## src/rtl/bpcp_pkg.sv

```systemverilog
package bpcp_pkg;

  localparam int ADC_BITS          = 10;
  localparam int FRAC_BITS_DEF     = 16;
  localparam int KEY_COUNT_DEF     = 12;
  localparam int KEY_W             = 4;
  localparam int HOLD_W            = 16;
  localparam int BUTTONS           = 3;

  localparam logic [HOLD_W-1:0]   DEBOUNCE_RST = HOLD_W'(20);
  localparam logic [HOLD_W-1:0]   HOLD_MAX     = '1;
  // filter start points: mid scale and full scale
  localparam logic [ADC_BITS-1:0] RETUNE_RST   = {1'b1, {(ADC_BITS-1){1'b0}}};
  localparam logic [ADC_BITS-1:0] CORR_RST     = '1;

  // button positions within the per-button vectors
  localparam int BTN_UP    = 0;
  localparam int BTN_DOWN  = 1;
  localparam int BTN_SCALE = 2;

  typedef struct packed {
    logic                key_up_pin;
    logic                key_down_pin;
    logic                scale_pin;
    logic [ADC_BITS-1:0] retune_sample;
    logic [ADC_BITS-1:0] correction_sample;
  } in_word_t;

  typedef struct packed {
    logic [KEY_W-1:0]    current_key;
    logic                scale_toggle_pulse;
    logic [ADC_BITS-1:0] retune_level;
    logic [ADC_BITS-1:0] correction_level;
  } out_word_t;

endpackage

```

## src/rtl/bpcp_debounce.sv

```systemverilog
// One button: hold counter restarted on every raw level change.
module bpcp_debounce (
  input  logic                       clk,
  input  logic                       rst_n,
  input  logic                       adv,
  input  logic                       pin,
  input  logic [bpcp_pkg::HOLD_W-1:0] ticks,
  output logic                       press
);

  logic                        last_r, last_nxt;
  logic                        stable_r, stable_nxt;
  logic [bpcp_pkg::HOLD_W-1:0] cnt_r, cnt_nxt;
  logic                        pressed;
  logic                        take;

  assign pressed = ~pin;

  always_comb begin
    last_nxt = pressed;
    if (pressed != last_r) begin
      cnt_nxt = '0;
    end else if (cnt_r == bpcp_pkg::HOLD_MAX) begin
      cnt_nxt = cnt_r;
    end else begin
      cnt_nxt = cnt_r + 1'b1;
    end
    take       = (cnt_nxt >= ticks) && (pressed != stable_r);
    stable_nxt = take ? pressed : stable_r;
    press      = take & pressed;
  end

  always_ff @(posedge clk) begin
    if (!rst_n) begin
      last_r   <= 1'b0;
      stable_r <= 1'b0;
      cnt_r    <= bpcp_pkg::HOLD_MAX;
    end else if (adv) begin
      last_r   <= last_nxt;
      stable_r <= stable_nxt;
      cnt_r    <= cnt_nxt;
    end
  end

endmodule

```

## src/rtl/bpcp_iir.sv

```systemverilog
// One-pole low-pass, s' = s + round((x - s) * alpha), alpha = 0.1 in FRAC_BITS.
module bpcp_iir #(
  parameter int                            FRAC_BITS   = bpcp_pkg::FRAC_BITS_DEF,
  parameter logic [bpcp_pkg::ADC_BITS-1:0] RESET_LEVEL = bpcp_pkg::RETUNE_RST
) (
  input  logic                          clk,
  input  logic                          rst_n,
  input  logic                          adv,
  input  logic [bpcp_pkg::ADC_BITS-1:0] sample,
  output logic [bpcp_pkg::ADC_BITS-1:0] level
);

  localparam int S = bpcp_pkg::ADC_BITS + FRAC_BITS;
  localparam int P = S + FRAC_BITS + 2;
  localparam int unsigned ALPHA = ((1 << FRAC_BITS) + 5) / 10;
  localparam logic [FRAC_BITS-1:0] ALPHA_Q = ALPHA[FRAC_BITS-1:0];
  localparam logic [P-1:0]         HALF    = P'(1) << (FRAC_BITS - 1);
  localparam logic [S-1:0]         S_RST   = {RESET_LEVEL, {FRAC_BITS{1'b0}}};

  logic        [S-1:0] s_r, s_nxt;
  logic signed [S:0]   diff;
  logic signed [P-1:0] prod, rnd, step;
  logic        [S:0]   sum;

  always_comb begin
    diff  = $signed({1'b0, sample, {FRAC_BITS{1'b0}}}) - $signed({1'b0, s_r});
    prod  = diff * $signed({1'b0, ALPHA_Q});
    rnd   = prod + $signed(HALF);
    step  = rnd >>> FRAC_BITS;
    sum   = {1'b0, s_r} + step[S:0];
    s_nxt = sum[S-1:0];
    level = s_nxt[S-1:FRAC_BITS];
  end

  always_ff @(posedge clk) begin
    if (!rst_n) begin
      s_r <= S_RST;
    end else if (adv) begin
      s_r <= s_nxt;
    end
  end

endmodule

```

## src/rtl/button_pot_control_panel.sv

```systemverilog
// Channel | Direction | Handshake            | Word
// --------+-----------+----------------------+-------------------------------
// in_     | input     | in_valid / in_ready  | bpcp_pkg::in_word_t, one tick
// out_    | output    | out_valid / out_ready| bpcp_pkg::out_word_t, one tick
// cfg_    | input     | cfg_wr_en            | debounce_ticks, 16 bit
//
// One word per cycle sustained while out_ready is high; a word's result goes
// from the input register into the result register, which drives out_word.
// The single path: debounce compare, key step and one 27x17 filter multiply.
// rst_n is synchronous, active low; it restores all button, key and filter state.
// A stalled out_ word holds the result register; in_ready stays high while
// the input register is empty or its word can move on.
module button_pot_control_panel #(
  parameter int FRAC_BITS = bpcp_pkg::FRAC_BITS_DEF,
  parameter int KEY_COUNT = bpcp_pkg::KEY_COUNT_DEF
) (
  input  logic                          clk,
  input  logic                          rst_n,
  input  logic                          in_valid,
  output logic                          in_ready,
  input  bpcp_pkg::in_word_t            in_word,
  output logic                          out_valid,
  input  logic                          out_ready,
  output bpcp_pkg::out_word_t           out_word,
  input  logic                          cfg_wr_en,
  input  logic [bpcp_pkg::HOLD_W-1:0]   cfg_wr_data
);

  localparam logic [bpcp_pkg::KEY_W-1:0] KEY_LAST = bpcp_pkg::KEY_W'(KEY_COUNT - 1);

  // debounce threshold register
  logic [bpcp_pkg::HOLD_W-1:0] ticks_r;

  // input register
  logic                 s1_valid_r;
  bpcp_pkg::in_word_t   s1_word_r;

  // result register
  logic                 out_valid_r;
  bpcp_pkg::out_word_t  out_word_r, out_word_nxt;

  logic [bpcp_pkg::KEY_W-1:0] key_r, key_nxt;
  logic [bpcp_pkg::BUTTONS-1:0] pins, press;
  logic [bpcp_pkg::ADC_BITS-1:0] retune_lvl, corr_lvl;
  logic adv;

  // word leaves the input register when the result slot is free or draining
  assign adv      = s1_valid_r && (!out_valid_r || out_ready);
  assign in_ready = !s1_valid_r || adv;

  assign out_valid = out_valid_r;
  assign out_word  = out_word_r;

  always_ff @(posedge clk) begin
    if (!rst_n) begin
      ticks_r <= bpcp_pkg::DEBOUNCE_RST;
    end else if (cfg_wr_en) begin
      ticks_r <= cfg_wr_data;
    end
  end

  always_ff @(posedge clk) begin
    if (!rst_n) begin
      s1_valid_r <= 1'b0;
    end else if (in_ready) begin
      s1_valid_r <= in_valid;
    end
  end

  always_ff @(posedge clk) begin
    if (in_valid && in_ready) begin
      s1_word_r <= in_word;
    end
  end

  // --- buttons ---
  assign pins[bpcp_pkg::BTN_UP]    = s1_word_r.key_up_pin;
  assign pins[bpcp_pkg::BTN_DOWN]  = s1_word_r.key_down_pin;
  assign pins[bpcp_pkg::BTN_SCALE] = s1_word_r.scale_pin;

  for (genvar b = 0; b < bpcp_pkg::BUTTONS; b++) begin : g_btn
    bpcp_debounce u_deb (
      .clk   (clk),
      .rst_n (rst_n),
      .adv   (adv),
      .pin   (pins[b]),
      .ticks (ticks_r),
      .press (press[b])
    );
  end

  // key steps up first, then down: both on one tick cancel out
  always_comb begin
    key_nxt = key_r;
    if (press[bpcp_pkg::BTN_UP]) begin
      key_nxt = (key_nxt == KEY_LAST) ? '0 : key_nxt + 1'b1;
    end
    if (press[bpcp_pkg::BTN_DOWN]) begin
      key_nxt = (key_nxt == '0) ? KEY_LAST : key_nxt - 1'b1;
    end
  end

  always_ff @(posedge clk) begin
    if (!rst_n) begin
      key_r <= '0;
    end else if (adv) begin
      key_r <= key_nxt;
    end
  end

  // --- pots ---
  bpcp_iir #(
    .FRAC_BITS   (FRAC_BITS),
    .RESET_LEVEL (bpcp_pkg::RETUNE_RST)
  ) u_retune (
    .clk    (clk),
    .rst_n  (rst_n),
    .adv    (adv),
    .sample (s1_word_r.retune_sample),
    .level  (retune_lvl)
  );

  bpcp_iir #(
    .FRAC_BITS   (FRAC_BITS),
    .RESET_LEVEL (bpcp_pkg::CORR_RST)
  ) u_corr (
    .clk    (clk),
    .rst_n  (rst_n),
    .adv    (adv),
    .sample (s1_word_r.correction_sample),
    .level  (corr_lvl)
  );

  // --- result register ---
  always_comb begin
    out_word_nxt.current_key        = key_nxt;
    out_word_nxt.scale_toggle_pulse = press[bpcp_pkg::BTN_SCALE];
    out_word_nxt.retune_level       = retune_lvl;
    out_word_nxt.correction_level   = corr_lvl;
  end

  always_ff @(posedge clk) begin
    if (!rst_n) begin
      out_valid_r <= 1'b0;
    end else if (adv) begin
      out_valid_r <= 1'b1;
    end else if (out_ready) begin
      out_valid_r <= 1'b0;
    end
  end

  always_ff @(posedge clk) begin
    if (adv) begin
      out_word_r <= out_word_nxt;
    end
  end

  // --- checks ---
  a_key_range: assert property (@(posedge clk) disable iff (!rst_n)
    out_valid_r |-> (out_word_r.current_key <= KEY_LAST))
    else $error("key index beyond last key");

  a_ready_stall: assert property (@(posedge clk) disable iff (!rst_n)
    !in_ready |-> (s1_valid_r && out_valid_r && !out_ready))
    else $error("input held off without a stalled result");

  a_adv_fills: assert property (@(posedge clk) disable iff (!rst_n)
    adv |=> out_valid_r)
    else $error("advanced word did not reach the result register");

endmodule

```

## config.mk

```make
export PLATFORM = sky130hd
export DESIGN_NAME = button_pot_control_panel
export DESIGN_NICKNAME = d
export VERILOG_FILES = /design/src/rtl/bpcp_pkg.sv /design/src/rtl/bpcp_debounce.sv /design/src/rtl/bpcp_iir.sv /design/src/rtl/button_pot_control_panel.sv
export SDC_FILE = /design/constraint.sdc
export NUM_CORES = 1
export LEC_CHECK = 0
export ABC_AREA = 1
export BUFFER_PORTS_ARGS = -buffer_cell sky130_fd_sc_hd__clkbuf_2
export CAP_MARGIN = 20
export CELL_PAD_IN_SITES_DETAIL_PLACEMENT = 0
export CELL_PAD_IN_SITES_GLOBAL_PLACEMENT = 1
export CORE_ASPECT_RATIO = 1.75
export CORE_MARGIN = 2
export CORE_UTILIZATION = 44
export DETAILED_ROUTE_END_ITERATION = 12
export PLACE_DENSITY = 0.86
export REMOVE_ABC_BUFFERS = 1
export SYNTH_ARGS = -nofsm -noshare
export SYNTH_HDL_FRONTEND = slang
export SYNTH_SLANG_ARGS = --single-unit
```

## constraint.sdc

```tcl
create_clock -name clk -period 8.8 [get_ports clk]
set_clock_uncertainty 0.2 [all_clocks]
set_input_delay 1.32 -clock clk [delete_from_list [all_inputs] [get_ports clk]]
set_output_delay 1.32 -clock clk [all_outputs]
set_load 0.02 [all_outputs]
```

==> impl_results.md <==
- DR vias: between 20,000 and 30,000
- Hold Path Depth: 2
- XOR/XNOR Fraction of Synth Area: under 10%
- Ports: a little over 70
- Period utilization: 97.5%
- First-pass GRT wire length: about 140,000 µm
- Critical path type: reg2reg
- Dpl cell area: roughly 0.033 mm²
- CTS tree: built
- GR peak layer: met2
- Register area share after synthesis: roughly 14%
- CP dominant cell by count: nand2_1
- Final hold violations: 0
- Layout cell share with drive strength beyond 1: 28.8%
- Post-route cell area: approximately 0.037 mm²
- Post-synth EDFFs: 48
- First DRT Iteration DRCs: 1,116
- Antenna violations before repair: 0
- Status: finished, final reports clean
- CTS buffer count: 17
- Unrepaired setup endpoints after global routing: true
- Critical path capture point type: register
- Worst Path Max Fanout: 4
- FF-to-FF setup slack: around 220 ps
- Fmax: ~0.12 GHz
- Floorplan core area: approximately 0.062 mm²
- Clock buffer depth: 2
- Simple-Gate Fraction of Synth Area: roughly 22%
- Largest family of logic cells by synthesized area: adder cells
- Rel. slew slack: around 32%
- Worst Path Required: 8840 ps
- Vias in the first global route: approximately 28,000
- Critical Path Start Type: register
- Post-synthesis mux area share: 0%
- Path depth of the worst reg2reg path: 53
- Initial Utilization: approximately 45%
- Mean Syn Cell Area: between 7 and 8 µm²
- Synth Instances: 3,919
- DPL Wire Length: ~80,000 µm
- Crit path DAT: 8620 ps
- Vias/cell: between 5 and 6
- Placed Instances: about 5,300
- Compound-Gate Fraction of Synth Area: 12.1%
- Setup TNS: 0 ps
- Min Clock Period, post-route: about 8600 ps
- MaxCap Viol Count: 0
- Clk root buf: clkbuf_16
- Hold Crit Endpoint: g_btn[1].u_deb.cnt_r[15]
- Nets: 5,218
- GR Layer Usage met2: between 50 and 60%
- Final Non-Filler Cells: around 5,400
- Worst skew pair latency: between 400 and 500 ps
- Top-area cell type share of the netlist area: between 10% and 20%
- Largest net degree at the start of global routing: 77
- Die Height: 336 µm
- Clock Sinks: about 180
- Async SR Flop Fraction: 0%
- Core Rows: 121
- YS warnings: 0
- H-tree Lvls: 4
- PortBufs: 70
- Area growth from synthesis to layout: 32.9%
- Largest cells by area after synthesis: fa_1 16%, ha_1 16%, inv_1 12%
- Distinct cells, synth: 57
- Drt wl/cell: between 15 and 20 µm
- Top_reg_cell synth: dfxtp_1
- Hold WC Path Type: reg2reg
- Adder-cell share of the synthesized area: a little under a third
- DRC viols: 0
- Yosys top cell by area: fa_1
- Synthesized cell area: 0.0278 mm²
- Worst R2R Start: s1_word_r[11]
- Die width: between 150 and 200 µm
- Gr usage total: ~28%
- Clock transition at the registers of the reported paths: 80 ps
- Global routing met3 resource utilization: 1.65%
- DRT antenna net count: 0
- N_diodes: 0
- Max stage delay on crit path: ~550 ps
- Post-Route WL: approximately 94,000 µm
- Die ar.: 0.0653 mm²
- CP max-delay cell: fa_1
- Critical path's top delay family: adder cells
- Synthesis-stage register bit count: ~180
- Slew Limit Fails: 0
- Met1 usage: between 20% and 30%
- Setup violators final: 0
- Worst Max-Slew Pin Slew: approximately 1000 ps
- Util after Layout: 59.2%
- Hold_sp: g_btn[1].u_deb.cnt_r[15]
- Drt pass-1 iters: 5
- Global placer's final weighted congestion: ~0.98
- CP bufs+invs: 14
- GRT overflow: 0
- FF-to-FF End: out_word[19]
## timing repair
action | in CTS | in global routing
pin swaps | 16 | 215
hold endpoints to repair | 0 | 0
hold buffers | 0 | 0
gates resized for setup | 71 | 509
endpoints found under the setup margin | 22 | 50
setup buffers | 3 | 50
## synthesized netlist by cell type (8+ instances only)
| library cell | n |
|---|---|
| or2_2 | 9 |
| o21a_1 | 8 |
| edfxtp_1 | 48 |
| ha_1 | 347 |
| xor2_1 | 129 |
| nand2_2 | 41 |
| fa_1 | 227 |
| clkbuf_1 | 39 |
| a21oi_1 | 270 |
| o21ai_0 | 187 |
| nand2_1 | 729 |
| o21bai_1 | 17 |
| inv_2 | 27 |
| o211ai_1 | 36 |
| nor2_2 | 19 |
| nor2_1 | 259 |
| nor2_4 | 13 |
| a31oi_1 | 17 |
| a21oi_2 | 8 |
| xnor2_1 | 49 |
| nor3_1 | 59 |
| a211oi_1 | 12 |
| nor3_2 | 10 |
| nand3_2 | 8 |
| a21o_1 | 11 |
| nor4_1 | 14 |
| nand3_1 | 155 |
| o21ai_1 | 14 |
| nand3b_1 | 10 |
| inv_1 | 920 |
| dfxtp_1 | 128 |
| nand4_1 | 48 |
## worst register-to-register path: cells and delay by family, from the launching register on
family	cells	cell delay (ps)
adder cells (fa/ha/maj)	8	2890
AND/OR/NAND/NOR	24	2310
buffers and inverters	14	1060
AO/OA/AOI/OAI	5	1030
flip-flops	1	440
XOR/XNOR	2	420
## cell type report
cell class	count	area, µm²
flip-flops and latches	176	4010
well taps	799	1000
clock inverters	14	154
inverters	950	3590
repair buffers	703	5140
clock buffers	18	439
multi-input cells	2752	22600
fillers	5790	25400
## cells in the final DEF (no fill, tap or decap), drive strengths merged, types with 15 or more instances in the layout
master    n
inv     954
nand2   772
buf     633
ha      347
nor2    291
a21oi   279
fa      227
o21ai   203
nand3   163
xor2    131
dfxtp   128
clkbuf   88
nor3     71
nand4    51
xnor2    49
edfxtp   48
o211ai   36
o21bai   18
a31oi    17
nor4     15
## registers in the layout (all words and copies together), names as in the netlist
name,count
out_word,25
g_btn.u_deb.stable_r,3
s1_valid_r,1
u_corr.s_r,26
ticks_r,16
pins,3
out_valid,1
g_btn.u_deb.last_r,3
u_retune.s_r,26
g_btn.u_deb.cnt_r,48
key_r,4
s1_word_r,20
## worst max path at each step
stage | start | end | slack, ps | depth (start not counted)
after CTS | u_corr.s_r[0] | out_word[8] | -50 | 48
after detailed placement | u_corr.s_r[0] | out_word[8] | -390 | 47
after global placement | u_corr.s_r[0] | out_word[8] | -250 | 47
after floorplan | u_corr.s_r[0] | out_word[8] | 580 | 50
after global routing | s1_word_r[11] | out_word[19] | -200 | 53
final | s1_word_r[11] | out_word[19] | 220 | 53
## through the flow
stage	hold WS (ps)	setup WS, ps
2_1_floorplan	243	579
3_3_place_gp	253	-253
3_5_place_dp	259	-388
4_1_cts	275	-52.3
5_1_grt	292	-199
6_report	274	222
## per-layer routing
metal / vias to the layer above / routed length (µm)
li1: 13714 / -
met1: 13021 / 30000
met2: 597 / 53500
met3: 361 / 1750
met4: 0 / 8770
met5: - / 0
## cell families (layout without fill, tap and decap cells)
logic type	after synthesis	in the layout
buf+inv	991	1685
fa+ha+maj	574	574
simple gates	1397	1397
compound gates	601	601
xor+xnor	180	180
flops	176	176
Power is left out: the tool's default activity adds up to more than one toggle a clock period on the data nets, which glitch-free logic cannot reach.
